### src/rtl/urs_pkg.sv
package urs_pkg;

    localparam int SENSORS_DEF = 16;
    localparam int CFG_IDX_W   = 2;
    localparam int CFG_DATA_W  = 16;

    localparam logic [CFG_IDX_W-1:0] CFG_SENSOR_COUNT = 2'd0;
    localparam logic [CFG_IDX_W-1:0] CFG_ECHO_TIMEOUT = 2'd1;

    localparam logic [1:0] REQ_START   = 2'd0;
    localparam logic [1:0] REQ_ALARM   = 2'd1;
    localparam logic [1:0] REQ_CAPTURE = 2'd2;
    localparam logic [1:0] REQ_READ    = 2'd3;

    localparam logic [2:0] ACT_TRIG_LOW  = 3'd0;
    localparam logic [2:0] ACT_TRIG_HIGH = 3'd1;
    localparam logic [2:0] ACT_SCHEDULE  = 3'd2;
    localparam logic [2:0] ACT_CANCEL    = 3'd3;
    localparam logic [2:0] ACT_REPLY     = 3'd4;

    localparam logic [2:0] ST_OK       = 3'd0;
    localparam logic [2:0] ST_NO_SIG   = 3'd1;
    localparam logic [2:0] ST_TIMEOUT  = 3'd2;
    localparam logic [2:0] ST_RANGE    = 3'd3;
    localparam logic [2:0] ST_INVALID  = 3'd4;
    localparam logic [2:0] ST_STALE    = 3'd5;

    localparam logic [4:0]  NONE_ID        = 5'd16;
    localparam logic [15:0] TRIG_US        = 16'd10;
    localparam logic [15:0] DEF_TIMEOUT_US = 16'd60000;
    localparam logic [15:0] INTERVAL_US    = 16'd60000;

    localparam int MIN_MM    = 20;
    localparam int MAX_MM    = 4000;
    localparam int SOUND_NUM = 343;
    localparam int SOUND_DEN = 2000;

    localparam logic [15:0] PULSE_MIN = 16'((2 * MIN_MM * 1000) / SOUND_NUM);
    localparam logic [15:0] PULSE_MAX = 16'((2 * MAX_MM * 1000) / SOUND_NUM);

    // distance = (pulse*343 + 1000) / 2000 as one reciprocal multiply
    localparam int          DIST_SH  = 34;
    localparam logic [63:0] DIST_K   = ((64'd1 << DIST_SH) + 64'(SOUND_DEN) - 64'd1)
                                       / 64'(SOUND_DEN);
    localparam logic [63:0] DIST_MUL = DIST_K * 64'(SOUND_NUM);
    localparam logic [63:0] DIST_ADD = DIST_K * 64'(SOUND_DEN / 2);

    typedef struct packed {
        logic [1:0]  req_type;
        logic [3:0]  sensor_sel;
        logic [15:0] echo_len_us;
        logic [31:0] time_ms;
    } t_req;

    typedef struct packed {
        logic [2:0]  action;
        logic [3:0]  target_sensor;
        logic [15:0] alarm_delay_us;
        logic [11:0] range_mm;
        logic [31:0] stamp_ms;
        logic [2:0]  status;
        logic        sample_ok;
        logic        last;
    } t_res;

    typedef struct packed {
        t_res [2:0] res;
        logic [1:0] n;
    } t_batch;

endpackage

### src/rtl/urs_req_if.sv
interface urs_req_if;
    logic        valid;
    logic        ready;
    logic [1:0]  req_type;
    logic [3:0]  sensor_sel;
    logic [15:0] echo_len_us;
    logic [31:0] time_ms;

    modport source(output valid, output req_type, output sensor_sel,
                   output echo_len_us, output time_ms, input ready);
    modport sink(input valid, input req_type, input sensor_sel,
                 input echo_len_us, input time_ms, output ready);
endinterface

### src/rtl/urs_rsp_if.sv
interface urs_rsp_if;
    logic        valid;
    logic        ready;
    logic [2:0]  action;
    logic [3:0]  target_sensor;
    logic [15:0] alarm_delay_us;
    logic [11:0] range_mm;
    logic [31:0] stamp_ms;
    logic [2:0]  status;
    logic        sample_ok;
    logic        last;

    modport source(output valid, output action, output target_sensor,
                   output alarm_delay_us, output range_mm, output stamp_ms,
                   output status, output sample_ok, output last, input ready);
    modport sink(input valid, input action, input target_sensor,
                 input alarm_delay_us, input range_mm, input stamp_ms,
                 input status, input sample_ok, input last, output ready);
endinterface

### src/rtl/ultrasonic_ranging_scheduler.sv
// Round-robin scheduler for up to SENSORS ultrasonic range sensors. Each event item
// (start, alarm elapsed, echo capture, sample read) is registered, then processed
// combinationally against the scheduler state and the per-sensor result store,
// which yields zero to three command or reply items, issued from a three-entry
// output buffer one per cycle while the output is ready. An item's results are
// loaded from the input register into the output buffer once it is free, and
// leave from there. The output port sets the rate: an item's results leave one
// after another; while results drain, one further item waits in the input
// register, and items that yield no result pass at one per cycle while the output
// buffer is empty. Configuration writes are taken at any time but belong only to
// idle periods; a sensor count of 0 or above SENSORS keeps the scheduler stopped.
module ultrasonic_ranging_scheduler #(
    parameter int SENSORS = urs_pkg::SENSORS_DEF
) (
    input  logic                           i_clk,
    input  logic                           i_rst_n,
    input  logic                           i_cfg_we,
    input  logic [urs_pkg::CFG_IDX_W-1:0]  i_cfg_idx,
    input  logic [urs_pkg::CFG_DATA_W-1:0] i_cfg_data,
    urs_req_if.sink                        i_req,
    urs_rsp_if.source                      o_rsp
);
    import urs_pkg::*;

    t_req   in_item;
    t_req   core_item;
    t_batch batch;
    t_res   res;
    logic   take;
    logic   buf_free;

    assign in_item.req_type    = i_req.req_type;
    assign in_item.sensor_sel  = i_req.sensor_sel;
    assign in_item.echo_len_us = i_req.echo_len_us;
    assign in_item.time_ms     = i_req.time_ms;

    urs_in_reg u_in (
        .i_clk   (i_clk),
        .i_rst_n (i_rst_n),
        .i_valid (i_req.valid),
        .o_ready (i_req.ready),
        .i_item  (in_item),
        .i_free  (buf_free),
        .o_take  (take),
        .o_item  (core_item)
    );

    urs_core #(.SENSORS(SENSORS)) u_core (
        .i_clk      (i_clk),
        .i_rst_n    (i_rst_n),
        .i_cfg_we   (i_cfg_we),
        .i_cfg_idx  (i_cfg_idx),
        .i_cfg_data (i_cfg_data),
        .i_take     (take),
        .i_req      (core_item),
        .o_batch    (batch)
    );

    urs_out_buf u_out (
        .i_clk   (i_clk),
        .i_rst_n (i_rst_n),
        .i_load  (take),
        .i_batch (batch),
        .o_free  (buf_free),
        .o_valid (o_rsp.valid),
        .i_ready (o_rsp.ready),
        .o_res   (res)
    );

    assign o_rsp.action         = res.action;
    assign o_rsp.target_sensor  = res.target_sensor;
    assign o_rsp.alarm_delay_us = res.alarm_delay_us;
    assign o_rsp.range_mm       = res.range_mm;
    assign o_rsp.stamp_ms       = res.stamp_ms;
    assign o_rsp.status         = res.status;
    assign o_rsp.sample_ok      = res.sample_ok;
    assign o_rsp.last           = res.last;
endmodule

### src/rtl/urs_in_reg.sv
module urs_in_reg (
    input  logic          i_clk,
    input  logic          i_rst_n,
    input  logic          i_valid,
    output logic          o_ready,
    input  urs_pkg::t_req i_item,
    input  logic          i_free,
    output logic          o_take,
    output urs_pkg::t_req o_item
);
    import urs_pkg::*;

    logic r_vld;
    t_req r_item;

    assign o_take  = r_vld && i_free;
    assign o_ready = !r_vld || i_free;
    assign o_item  = r_item;

    always_ff @(posedge i_clk) begin
        if (!i_rst_n) begin
            r_vld <= 1'b0;
        end else if (i_valid && o_ready) begin
            r_vld <= 1'b1;
        end else if (o_take) begin
            r_vld <= 1'b0;
        end
    end

    always_ff @(posedge i_clk) begin
        if (i_valid && o_ready) begin
            r_item <= i_item;
        end
    end
endmodule

### src/rtl/urs_core.sv
module urs_core #(
    parameter int SENSORS = urs_pkg::SENSORS_DEF
) (
    input  logic                             i_clk,
    input  logic                             i_rst_n,
    input  logic                             i_cfg_we,
    input  logic [urs_pkg::CFG_IDX_W-1:0]    i_cfg_idx,
    input  logic [urs_pkg::CFG_DATA_W-1:0]   i_cfg_data,
    input  logic                             i_take,
    input  urs_pkg::t_req                    i_req,
    output urs_pkg::t_batch                  o_batch
);
    import urs_pkg::*;

    localparam int         IW        = (SENSORS > 1) ? $clog2(SENSORS) : 1;
    localparam logic [4:0] SENSORS_N = 5'(SENSORS);

    typedef enum logic [3:0] {
        PH_STOP = 4'b0001,
        PH_TRIG = 4'b0010,
        PH_ECHO = 4'b0100,
        PH_WAIT = 4'b1000
    } t_phase;

    logic [4:0]   r_count;
    logic [15:0]  r_timeout;
    logic         r_started;
    t_phase       r_phase;
    logic [4:0]   r_active;
    logic [4:0]   r_next;
    logic [SENSORS-1:0] r_has;
    logic [SENSORS-1:0] r_dvld;
    logic [11:0]  r_dist  [SENSORS];
    logic [31:0]  r_stamp [SENSORS];
    logic [2:0]   r_stat  [SENSORS];

    logic         n_started;
    t_phase       n_phase;
    logic [4:0]   n_active;
    logic [4:0]   n_next;

    logic         cnt_ok;
    logic [4:0]   sid5;
    logic [IW-1:0] sid_ix;
    logic [IW-1:0] act_ix;
    logic [4:0]   succ_act;
    logic [4:0]   succ_sid;
    logic         pulse_ok;
    logic [47:0]  dist_sum;
    logic [11:0]  dist_new;
    logic [15:0]  echo_wait;

    logic         clear;
    logic         wr_en;
    logic         wr_dist_en;
    logic [IW-1:0] wr_idx;
    logic [2:0]   wr_stat;
    logic [2:0]   rd_st;
    logic [11:0]  rd_dist;
    logic [31:0]  rd_stamp;
    t_batch       batch;

    function automatic t_res cmd(logic [2:0] act, logic [3:0] tgt, logic [15:0] dly);
        t_res r;
        r                = '0;
        r.action         = act;
        r.target_sensor  = tgt;
        r.alarm_delay_us = dly;
        return r;
    endfunction

    function automatic logic [4:0] succ(logic [4:0] prev, logic [4:0] cnt);
        logic [4:0] p1;
        p1 = prev + 5'd1;
        return (p1 >= cnt) ? 5'd0 : p1;
    endfunction

    assign cnt_ok    = (r_count != 5'd0) && (r_count <= SENSORS_N);
    assign sid5      = {1'b0, i_req.sensor_sel};
    assign sid_ix    = i_req.sensor_sel[IW-1:0];
    assign act_ix    = r_active[IW-1:0];
    assign succ_act  = succ(r_active, r_count);
    assign succ_sid  = succ(sid5, r_count);
    assign pulse_ok  = (i_req.echo_len_us >= PULSE_MIN) &&
                       (i_req.echo_len_us <= PULSE_MAX);
    assign dist_sum  = 48'(i_req.echo_len_us) * 48'(DIST_MUL) + 48'(DIST_ADD);
    assign dist_new  = dist_sum[DIST_SH +: 12];
    assign echo_wait = (r_timeout == 16'd0) ? DEF_TIMEOUT_US : r_timeout;
    assign o_batch   = batch;

    always_comb begin
        rd_st    = ST_NO_SIG;
        rd_dist  = '0;
        rd_stamp = '0;
        if (!r_started || !cnt_ok) begin
            rd_st = ST_NO_SIG;
        end else if (sid5 >= r_count) begin
            rd_st = ST_INVALID;
        end else if (r_has[sid_ix]) begin
            rd_st = r_stat[sid_ix];
            if (r_active == sid5 && rd_st == ST_OK) begin
                rd_st = ST_STALE;
            end
            rd_dist  = r_dvld[sid_ix] ? r_dist[sid_ix] : 12'd0;
            rd_stamp = r_stamp[sid_ix];
        end
    end

    always_comb begin
        n_started  = r_started;
        n_phase    = r_phase;
        n_active   = r_active;
        n_next     = r_next;
        batch      = '0;
        clear      = 1'b0;
        wr_en      = 1'b0;
        wr_dist_en = 1'b0;
        wr_idx     = act_ix;
        wr_stat    = ST_TIMEOUT;
        if (i_take) begin
            case (i_req.req_type)
                REQ_START: begin
                    clear     = 1'b1;
                    n_started = 1'b0;
                    n_phase   = PH_STOP;
                    n_active  = NONE_ID;
                    n_next    = NONE_ID;
                    if (cnt_ok) begin
                        n_started    = 1'b1;
                        batch.res[0] = cmd(ACT_TRIG_LOW, 4'd0, 16'd0);
                        batch.res[1] = cmd(ACT_TRIG_HIGH, 4'd0, 16'd0);
                        batch.res[2] = cmd(ACT_SCHEDULE, 4'd0, TRIG_US);
                        batch.n      = 2'd3;
                        n_phase      = PH_TRIG;
                        n_active     = 5'd0;
                    end
                end
                REQ_ALARM: begin
                    if (r_started && r_phase != PH_STOP) begin
                        n_phase  = PH_STOP;
                        n_active = NONE_ID;
                        n_next   = NONE_ID;
                        if (cnt_ok) begin
                            case (r_phase)
                                PH_TRIG: begin
                                    if (r_active < r_count) begin
                                        batch.res[0] = cmd(ACT_TRIG_LOW, r_active[3:0], 16'd0);
                                        batch.res[1] = cmd(ACT_SCHEDULE, r_active[3:0],
                                                           echo_wait);
                                        batch.n      = 2'd2;
                                        n_phase      = PH_ECHO;
                                        n_active     = r_active;
                                        n_next       = r_next;
                                    end
                                end
                                PH_ECHO: begin
                                    if (r_active < r_count) begin
                                        wr_en        = 1'b1;
                                        wr_stat      = ST_TIMEOUT;
                                        batch.res[0] = cmd(ACT_SCHEDULE, succ_act[3:0],
                                                           INTERVAL_US);
                                        batch.n      = 2'd1;
                                        n_phase      = PH_WAIT;
                                        n_next       = succ_act;
                                    end
                                end
                                PH_WAIT: begin
                                    if (r_next < r_count) begin
                                        batch.res[0] = cmd(ACT_TRIG_LOW, r_next[3:0], 16'd0);
                                        batch.res[1] = cmd(ACT_TRIG_HIGH, r_next[3:0], 16'd0);
                                        batch.res[2] = cmd(ACT_SCHEDULE, r_next[3:0], TRIG_US);
                                        batch.n      = 2'd3;
                                        n_phase      = PH_TRIG;
                                        n_active     = r_next;
                                    end
                                end
                                default: begin
                                end
                            endcase
                        end
                    end
                end
                REQ_CAPTURE: begin
                    if (r_started && cnt_ok && sid5 < r_count &&
                        r_phase == PH_ECHO && r_active == sid5) begin
                        wr_en        = 1'b1;
                        wr_idx       = sid_ix;
                        wr_dist_en   = pulse_ok;
                        wr_stat      = pulse_ok ? ST_OK : ST_RANGE;
                        batch.res[0] = cmd(ACT_CANCEL, i_req.sensor_sel, 16'd0);
                        batch.res[1] = cmd(ACT_SCHEDULE, succ_sid[3:0], INTERVAL_US);
                        batch.n      = 2'd2;
                        n_phase      = PH_WAIT;
                        n_active     = NONE_ID;
                        n_next       = succ_sid;
                    end
                end
                REQ_READ: begin
                    batch.res[0]           = cmd(ACT_REPLY, i_req.sensor_sel, 16'd0);
                    batch.res[0].range_mm  = rd_dist;
                    batch.res[0].stamp_ms  = rd_stamp;
                    batch.res[0].status    = rd_st;
                    batch.res[0].sample_ok = (rd_st == ST_OK);
                    batch.n                = 2'd1;
                end
                default: begin
                end
            endcase
        end
    end

    always_ff @(posedge i_clk) begin
        if (!i_rst_n) begin
            r_count   <= 5'd1;
            r_timeout <= 16'd0;
        end else if (i_cfg_we) begin
            case (i_cfg_idx)
                CFG_SENSOR_COUNT: r_count   <= i_cfg_data[4:0];
                CFG_ECHO_TIMEOUT: r_timeout <= i_cfg_data;
                default: begin
                end
            endcase
        end
    end

    always_ff @(posedge i_clk) begin
        if (!i_rst_n) begin
            r_started <= 1'b0;
            r_phase   <= PH_STOP;
            r_active  <= NONE_ID;
            r_next    <= NONE_ID;
            r_has     <= '0;
            r_dvld    <= '0;
        end else begin
            r_started <= n_started;
            r_phase   <= n_phase;
            r_active  <= n_active;
            r_next    <= n_next;
            if (clear) begin
                r_has  <= '0;
                r_dvld <= '0;
            end else if (wr_en) begin
                r_has[wr_idx] <= 1'b1;
                if (wr_dist_en) begin
                    r_dvld[wr_idx] <= 1'b1;
                end
            end
        end
    end

    always_ff @(posedge i_clk) begin
        if (wr_en) begin
            r_stamp[wr_idx] <= i_req.time_ms;
            r_stat[wr_idx]  <= wr_stat;
            if (wr_dist_en) begin
                r_dist[wr_idx] <= dist_new;
            end
        end
    end
endmodule

### src/rtl/urs_out_buf.sv
module urs_out_buf (
    input  logic            i_clk,
    input  logic            i_rst_n,
    input  logic            i_load,
    input  urs_pkg::t_batch i_batch,
    output logic            o_free,
    output logic            o_valid,
    input  logic            i_ready,
    output urs_pkg::t_res   o_res
);
    import urs_pkg::*;

    logic [1:0] r_cnt;
    t_res [2:0] r_res;
    logic       pop;

    assign pop     = o_valid && i_ready;
    assign o_valid = (r_cnt != 2'd0);
    assign o_free  = (r_cnt == 2'd0) || (r_cnt == 2'd1 && i_ready);

    always_comb begin
        o_res      = r_res[0];
        o_res.last = (r_cnt == 2'd1);
    end

    always_ff @(posedge i_clk) begin
        if (!i_rst_n) begin
            r_cnt <= 2'd0;
        end else if (i_load && o_free) begin
            r_cnt <= i_batch.n;
        end else if (pop) begin
            r_cnt <= r_cnt - 2'd1;
        end
    end

    always_ff @(posedge i_clk) begin
        if (i_load && o_free) begin
            r_res <= i_batch.res;
        end else if (pop) begin
            r_res[0] <= r_res[1];
            r_res[1] <= r_res[2];
        end
    end
endmodule

### src/flat_wrapper.sv
// flat-port wrapper written by rule: the top's interface ports become plain ports
module ultrasonic_ranging_scheduler_flat import urs_pkg::*;
#(
    parameter int SENSORS = urs_pkg::SENSORS_DEF
)
  (i_clk, i_rst_n, i_cfg_we, i_cfg_idx, i_cfg_data, i_req_valid, i_req_req_type, i_req_sensor_sel, i_req_echo_len_us, i_req_time_ms, i_req_ready, o_rsp_valid, o_rsp_action, o_rsp_target_sensor, o_rsp_alarm_delay_us, o_rsp_range_mm, o_rsp_stamp_ms, o_rsp_status, o_rsp_sample_ok, o_rsp_last, o_rsp_ready);
  urs_req_if i_req_i ();
  urs_rsp_if o_rsp_i ();
  input  logic i_clk;
  input  logic i_rst_n;
  input  logic i_cfg_we;
  input  logic [urs_pkg::CFG_IDX_W-1:0] i_cfg_idx;
  input  logic [urs_pkg::CFG_DATA_W-1:0] i_cfg_data;
  input wire logic [$bits(i_req_i.valid)-1:0] i_req_valid;
  input wire logic [$bits(i_req_i.req_type)-1:0] i_req_req_type;
  input wire logic [$bits(i_req_i.sensor_sel)-1:0] i_req_sensor_sel;
  input wire logic [$bits(i_req_i.echo_len_us)-1:0] i_req_echo_len_us;
  input wire logic [$bits(i_req_i.time_ms)-1:0] i_req_time_ms;
  output wire logic [$bits(i_req_i.ready)-1:0] i_req_ready;
  output wire logic [$bits(o_rsp_i.valid)-1:0] o_rsp_valid;
  output wire logic [$bits(o_rsp_i.action)-1:0] o_rsp_action;
  output wire logic [$bits(o_rsp_i.target_sensor)-1:0] o_rsp_target_sensor;
  output wire logic [$bits(o_rsp_i.alarm_delay_us)-1:0] o_rsp_alarm_delay_us;
  output wire logic [$bits(o_rsp_i.range_mm)-1:0] o_rsp_range_mm;
  output wire logic [$bits(o_rsp_i.stamp_ms)-1:0] o_rsp_stamp_ms;
  output wire logic [$bits(o_rsp_i.status)-1:0] o_rsp_status;
  output wire logic [$bits(o_rsp_i.sample_ok)-1:0] o_rsp_sample_ok;
  output wire logic [$bits(o_rsp_i.last)-1:0] o_rsp_last;
  input wire logic [$bits(o_rsp_i.ready)-1:0] o_rsp_ready;
  assign i_req_i.valid = i_req_valid;
  assign i_req_i.req_type = i_req_req_type;
  assign i_req_i.sensor_sel = i_req_sensor_sel;
  assign i_req_i.echo_len_us = i_req_echo_len_us;
  assign i_req_i.time_ms = i_req_time_ms;
  assign i_req_ready = i_req_i.ready;
  assign o_rsp_valid = o_rsp_i.valid;
  assign o_rsp_action = o_rsp_i.action;
  assign o_rsp_target_sensor = o_rsp_i.target_sensor;
  assign o_rsp_alarm_delay_us = o_rsp_i.alarm_delay_us;
  assign o_rsp_range_mm = o_rsp_i.range_mm;
  assign o_rsp_stamp_ms = o_rsp_i.stamp_ms;
  assign o_rsp_status = o_rsp_i.status;
  assign o_rsp_sample_ok = o_rsp_i.sample_ok;
  assign o_rsp_last = o_rsp_i.last;
  assign o_rsp_i.ready = o_rsp_ready;
  ultrasonic_ranging_scheduler #(.SENSORS(SENSORS)) u_core (.i_clk(i_clk), .i_rst_n(i_rst_n), .i_cfg_we(i_cfg_we), .i_cfg_idx(i_cfg_idx), .i_cfg_data(i_cfg_data), .i_req(i_req_i), .o_rsp(o_rsp_i));
endmodule
### config.mk
export PLATFORM = sky130hd
export DESIGN_NAME = ultrasonic_ranging_scheduler_flat
export DESIGN_NICKNAME = d
export VERILOG_FILES = /design/src/rtl/urs_pkg.sv /design/src/rtl/urs_req_if.sv /design/src/rtl/urs_rsp_if.sv /design/src/rtl/ultrasonic_ranging_scheduler.sv /design/src/rtl/urs_in_reg.sv /design/src/rtl/urs_core.sv /design/src/rtl/urs_out_buf.sv /design/src/flat_wrapper.sv
export SDC_FILE = /design/constraint.sdc
export NUM_CORES = 1
export LEC_CHECK = 0
export BUFFER_PORTS_ARGS = -buffer_cell sky130_fd_sc_hd__buf_2
export CAP_MARGIN = 30
export CORE_ASPECT_RATIO = 0.5
export CORE_MARGIN = 8
export CORE_UTILIZATION = 65
export CTS_CLUSTER_DIAMETER = 200
export DETAILED_ROUTE_END_ITERATION = 8
export PLACE_DENSITY_LB_ADDON = 0.25
export SETUP_SLACK_MARGIN = 0.3
export SLEW_MARGIN = 40
export SYNTH_ARGS = -nofsm -noshare
export SYNTH_HDL_FRONTEND = slang
export SYNTH_SLANG_ARGS = --single-unit
### constraint.sdc
create_clock -name i_clk -period 15.4 [get_ports i_clk]
set_clock_uncertainty 0.1 [all_clocks]
set_input_delay 0 -clock i_clk [delete_from_list [all_inputs] [get_ports i_clk]]
set_output_delay 0 -clock i_clk [all_outputs]
set_load 0.03 [all_outputs]
==> flow_summary.ini, run 1 <==
[outcome]
status = complete, no violations

[pwr]
ir_drop_uv = 647
powerDensity_nw_per_um2 = 245
cellLeakagePower_nw = 19.7
power_mw = 12.9

[timing]
hold_viol = 0
fin_crit_ns = 7.41
finalSetupViolations = 0
max_freq_ghz = 0.135
drv_slew = 0
slew_headroom_pct = 43.3
fin_setup_tns_ns = 0
rsz0062_at_grt = no
worst_slew_pin_slew_ns = 0.849
holdWs_ns = 0.0564
fin_crit_sh_pct = 48.1

[synthesis]
ys_async_sr_fraction_pct = 0
synth_edf_count = 888
netlist_area_um2 = 46500
postSynthCellCount = 2775
yosysTopAreaCellShare_pct = 57.4
yosysTopAreaCell = edfxtp_1
yosysMostFrequentCell = edfxtp_1
syn-num-nets = 3270
synth_area_leaders = edfxtp_1 (57%), mux4_2 (12%), fa_1 (8.9%)
ys_seq_elements = 963
synth_cell_types = 73
ys_top_cells_by_count = edfxtp_1 (888), inv_1 (352), mux4_2 (239)
seq_area_frac_synth_pct = 60.6
avgSynthCellArea_um2 = 16.7
synth-main-ff-cell = edfxtp_1
yosysWarningCount = 0

[clock_network]
clk_pin_slew_ns = 0.08
cts_buffer_depth = 3
clock_sinks = 963
h-tree-depth = 3
clock_latency_ns = 0.67
cts_buffers = 81
tritoncts = yes
cts_resized = 0
cts-root-buf = clkbuf_16

[critical_path]
critPathMaxFanout = 16
required_ns = 15.51
r2r_slack_ns = 7.99
crit_path_end_kind = flop
critPathArrivalTime_ns = 7.52
startpoint_type = flop
criticalPathCategory = reg2reg

[final_layout]
fillerInstances = 4005
synthToLayoutAreaGrowth_pct = 13.0
nets = 3547
instances_no_fill = 4070
finish.instance_area_um2 = 52500
drive_above_1_share_pct = 19.8
diodes = 0

[global_route]
grt_pass1_vias = 27800
grt_max_degree = 143
grt_usage_pct = 29.8
grt_pass1_wl_mm = 178
gr-total-overflow = 0
grt_antenna_before_repair = 2

[die]
io_pins = 151
die-width_um = 394
row_count = 69
design.die.area_um2 = 80800
core_um2 = 70900
initial_utilization_pct = 65.5
die_h_um = 205

[drt]
dr_wl_met3_mm = 10.9
drt_iter0_drc = 3221
drt-vias-per-instance = 6.47
drt-met1-wl_mm = 44.0
vias = 26300
avgRoutedWirePerCell_um = 29.3
routed_wl_mm = 119
wl_met2_mm = 60.2
drcViolationCount = 0
top_layer = met4
ant_nets = 0
dr.pass1.iters = 7

[flow_run]
maxCapViolCount = 0

[placement]
dpl.cell_count = 3765
io_buffers = 150
place_area_um2 = 48200
dpl.hpwl_mm = 68.1
globalplace.congestion = 0.961

[min_path]
holdCritPathClass = in2reg
## cells in the final DEF (no fill, tap or decap), types with 13 or more instances in the layout
master,n
nor2_1,45
a22o_1,23
buf_4,31
dlygate4sd3_1,160
a21oi_1,49
o21a_1,29
nand2b_1,13
and3_1,45
clkbuf_1,18
clkbuf_16,81
inv_1,352
nand2_1,101
nand3_1,21
clkinv_1,16
o21ai_0,37
a21boi_0,23
a21o_1,23
fa_1,207
mux4_2,238
buf_2,150
nor2_4,21
and2_1,24
nor2b_1,26
ha_1,211
edfxtp_1,888
dfxtp_1,68
## worst max-delay path, cell delays in order (launching register included)
cell and delay [ns]:
edfxtp_1 0.66, fa_1 0.76, inv_1 0.12, fa_1 0.47
fa_1 0.52, inv_1 0.06, fa_1 0.54, inv_1 0.05
fa_1 0.39, fa_1 0.53, inv_1 0.04, ha_1 0.32
nand4_1 0.15, or3_1 0.41, a2111oi_0 0.42, o21ai_1 0.20
a31o_2 0.32, a211oi_2 0.31, or3_1 0.16, nand3_1 0.44
## worst paths after layout
path / startpoint / endpoint / cells past startpoint
worst max-delay path: u_core.u_in.o_item[36]$_DFFE_PP_ / u_core.u_core.r_dist[7][11]$_DFFE_PP_ / 19
worst min-delay path: i_cfg_we / u_core.u_core.r_timeout[11]$_SDFFE_PN0P_ / 4
worst max register to register: u_core.u_in.o_item[36]$_DFFE_PP_ / u_core.u_core.r_dist[7][11]$_DFFE_PP_ / 19
worst min register to register: u_core.u_core.r_dvld[4]$_SDFFE_PP0P_ / u_core.u_core.r_dvld[4]$_SDFFE_PP0P_ / 1
## through the flow
| stage | util, % | setup WS [ns] |
|---|---|---|
| finish | 74.1 | 7.99 |
| global route | 74.1 | 7.69 |
| CTS | 73.9 | 7.81 |
| detailed placement | 68.0 | 7.86 |
| global placement | 67.7 | 8.04 |
| floorplan | - | 8.47 |
## logic make-up (layout without fill, tap and decap cells)
| family | Yosys count | count (layout) | share of synthesized area, % |
|---|---|---|---|
| flops | 963 | 963 | 60.6 |
| buf+inv | 513 | 850 | 4.80 |
| fa+ha+maj | 418 | 418 | 14.6 |
| simple gates | 365 | 365 | 4.08 |
| mux | 247 | 247 | 11.8 |
| compound gates | 245 | 245 | 3.65 |
| xor+xnor | 24 | 24 | 0.469 |
## area by class of cell
cell class	instances	area, um^2	area share (%)
inverter	352	1320	2.52
multi-input combinational	1299	16400	31.2
timing repair buffer	355	2810	5.35
clock inverter	41	478	0.910
clock buffer	102	2140	4.07
sequential	963	28200	53.7
tap	958	1200	2.28
## per-layer routing
| metal | up-vias | global-route usage (%) |
|---|---|---|
| met5 | - | 0 |
| met4 | 0 | 9.99 |
| met3 | 289 | 6.17 |
| met2 | 1716 | 50.9 |
| met1 | 13600 | 38.8 |
| li1 | 10800 | - |
## where the power goes
group	switching, mW	internal, mW	total, mW
Sequential	0.0820	4.42	4.51
Clock	0.975	1.11	2.09
Combinational	4.07	2.19	6.26
Total	5.13	7.73	12.9
## sequential cells by signal, indices dropped and copies added (netlist names), named ones only
signal and count:
u_core.u_core.r_stamp 512, u_core.u_core.r_dist 192, u_core.u_out.o_res 71, u_core.u_in.o_item 54, u_core.u_core.r_stat 32, u_core.u_out.r_res 27, u_core.u_core.r_dvld 16, u_core.u_core.r_has 16
u_core.u_core.r_timeout 16, u_core.u_core.r_active 5, u_core.u_core.r_count 5, u_core.u_core.r_next 5, u_core.u_core.r_phase 4, u_core.u_out.r_cnt 2, u_core.u_core.r_started 1, u_core.u_in.r_vld 1
## repair_timing
action	in CTS	in global routing
setup buffers	0	0
hold buffers	160	0
endpoints found under the hold margin	151	0
Power figures use the tool's default switching activity.
==> run 2: changes to the inputs <==
--- a/config.mk
+++ b/config.mk
@@ -9,7 +9,7 @@
 export CAP_MARGIN = 30
 export CORE_ASPECT_RATIO = 0.5
 export CORE_MARGIN = 8
-export CORE_UTILIZATION = 65
+export CORE_UTILIZATION = 63
 export CTS_CLUSTER_DIAMETER = 200
 export DETAILED_ROUTE_END_ITERATION = 8
 export PLACE_DENSITY_LB_ADDON = 0.25
==> constraint.sdc (replaced) <==
create_clock -name i_clk -period 7.43 [get_ports i_clk]
set_clock_uncertainty 0.1 [all_clocks]
set_input_delay 0 -clock i_clk [delete_from_list [all_inputs] [get_ports i_clk]]
set_output_delay 0 -clock i_clk [all_outputs]
set_load 0.03 [all_outputs]
==> run 2 against run 1 <==
Largest cell class unchanged. Register-to-register slack got worse by 7.5 ns. Sequential share of layout area decreased by 0.47 points. Hold slack worse by 0.034 ns. Setup slack lost 7.5 ns. Count of clock-buffer cells in the layout decreased by 3. Critical path depth up 4. Via count down 1.5%. Design area rose by 0.87%. First-iteration DRC count down 7.0%. Cell count grew 1.1%. Global-route usage down 1.7 points.
==> flow_summary.ini, run 2 (same netlist as run 1, synthesis figures left out) <==
[outcome]
status = complete, no violations

[final_layout]
nets = 3577
regMostFlops = u_core.u_core.r_stamp
final_common_cell = edfxtp_1
synthToLayoutAreaGrowth_pct = 14.0
layout_common_cells = edfxtp_1 (888), inv_1 (352), mux4_2 (238)
diodes = 0
drive_above_1_share_pct = 21.3
largest_reg_flops = 512

[global_route]
grt_pass1_vias = 27400
grt_usage_pct = 28.1
grt_antenna_before_repair = 1
grt_pass1_wl_mm = 173
grt_max_degree = 98
gr-total-overflow = 0

[timing]
fin_crit_ns = 6.96
holdWs_ns = 0.0221
fin_crit_sh_pct = 93.7
hold_viol = 0
drv_slew = 0
fin_setup_tns_ns = 0
finalSetupViolations = 0
worst_slew_pin_slew_ns = 0.862
setup_ws_ns = 0.469
max_freq_ghz = 0.144
rsz0062_at_grt = yes
slew_headroom_pct = 41.9

[drt]
dr.pass1.iters = 6
drt_iter0_drc = 2997
drt-vias-per-instance = 6.31
vias = 26000
routed_wl_mm = 117
avgRoutedWirePerCell_um = 28.5
drcViolationCount = 0
ant_nets = 0

[placement]
globalplace.congestion = 0.951
dpl.hpwl_mm = 69.5
pre_cts_slack_ns = 0.123
io_buffers = 150

[clock_network]
cts-root-buf = clkbuf_16
tritoncts = yes
h-tree-depth = 3
clock_latency_ns = 0.66
cts_buffers = 81
clk_pin_slew_ns = 0.08
clock_sinks = 963
cts_buffer_depth = 3

[critical_path]
startpoint_type = flop
criticalPathCategory = reg2reg
critPathArrivalTime_ns = 7.24
critPathMaxFanout = 15
required_ns = 7.71
crit_path_end_kind = flop

[flow_run]
maxCapViolCount = 0

[die]
die_h_um = 208
row_count = 70
design.die.area_um2 = 83200
die-width_um = 400
initial_utilization_pct = 63.6
io_pins = 151
core_um2 = 73000

[min_path]
holdCritPathClass = in2reg
==> run 2: cell count changes in the layout (fill, tap and decap cells not counted), sizes merged <==
cell,change
buf,+43
clkbuf,-3
clkinv,+3
clkinvlp,-1
dlygate4sd3,-13
inv,+2
==> run 2: path summary, 6_finish.rpt <==
check                                              from                                    end  slack [ns]  cells past startpoint
setup / recovery       u_core.u_in.o_item[35]$_DFFE_PP_   u_core.u_core.r_dist[6][5]$_DFFE_PP_        0.47                     23
hold / removal                    i_req_echo_len_us[14]       u_core.u_in.o_item[46]$_DFFE_PP_        0.02                      2
setup reg to reg       u_core.u_in.o_item[35]$_DFFE_PP_   u_core.u_core.r_dist[6][5]$_DFFE_PP_        0.47                     23
hold reg to reg   u_core.u_core.r_dvld[13]$_SDFFE_PP0P_  u_core.u_core.r_dvld[13]$_SDFFE_PP0P_        0.37                      1
==> run 2: timing repair <==
action | 4_1_cts | 5_1_grt
pin swaps | 0 | 5
setup endpoints to repair | 16 | 141
gates cloned | 0 | 0
endpoints found under the hold margin | 146 | 1
resized for setup | 2 | 9
buffers inserted | 0 | 10
hold buffers | 146 | 1
==> run 2: stage by stage <==
| stage | std cells | utilization [%] | instance area [um^2] |
|---|---|---|---|
| 2_1_floorplan | 2775 | - | 46500 |
| 3_3_place_gp | 3799 | 66.0 | 48200 |
| 3_5_place_dp | 3812 | 66.5 | 48600 |
| 4_1_cts | 4102 | 72.2 | 52700 |
| 5_1_grt | 4115 | 72.5 | 53000 |
| 6_report | 4115 | 72.5 | 53000 |
==> run 2: area by class of cell <==
type / count / area [um^2]
Clock buffer: 99 / 2140
Multi-Input combinational cell: 1299 / 16500
Tap cell: 972 / 1220
Clock inverter: 45 / 500
Inverter: 352 / 1320
Timing Repair Buffer: 385 / 3140
Sequential cell: 963 / 28200
Fill cell: 4347 / 20100
==> run 2: worst max-delay path, cell delays in order (launching register included) <==
cell,delay [ns]
edfxtp_1,0.50
ha_1,0.36
inv_1,0.13
fa_1,0.58
inv_1,0.07
fa_1,0.51
inv_1,0.06
fa_1,0.55
inv_1,0.06
fa_1,0.48
inv_1,0.05
fa_1,0.48
inv_1,0.04
ha_1,0.30
and3_1,0.19
nand4_1,0.26
or4_4,0.62
or4_1,0.41
a21oi_1,0.14
a211o_1,0.12
a31oi_1,0.09
o21ai_2,0.33
xor2_4,0.11
buf_12,0.15
==> run 2: layer usage <==
layer | share of wire, % | vias up | wire [um] | global-route usage [%]
li1 | - | 10800 | - | -
met1 | 38 | 13400 | 44200 | 36.8
met2 | 51 | 1468 | 59500 | 47.8
met3 | 8.2 | 252 | 9620 | 5.00
met4 | 3.5 | 0 | 4110 | 9.73
met5 | 0 | - | 0 | 0
Power of run 2 is left out: the tool's default activity adds up to more than one toggle a clock period on the data nets, which glitch-free logic cannot reach.
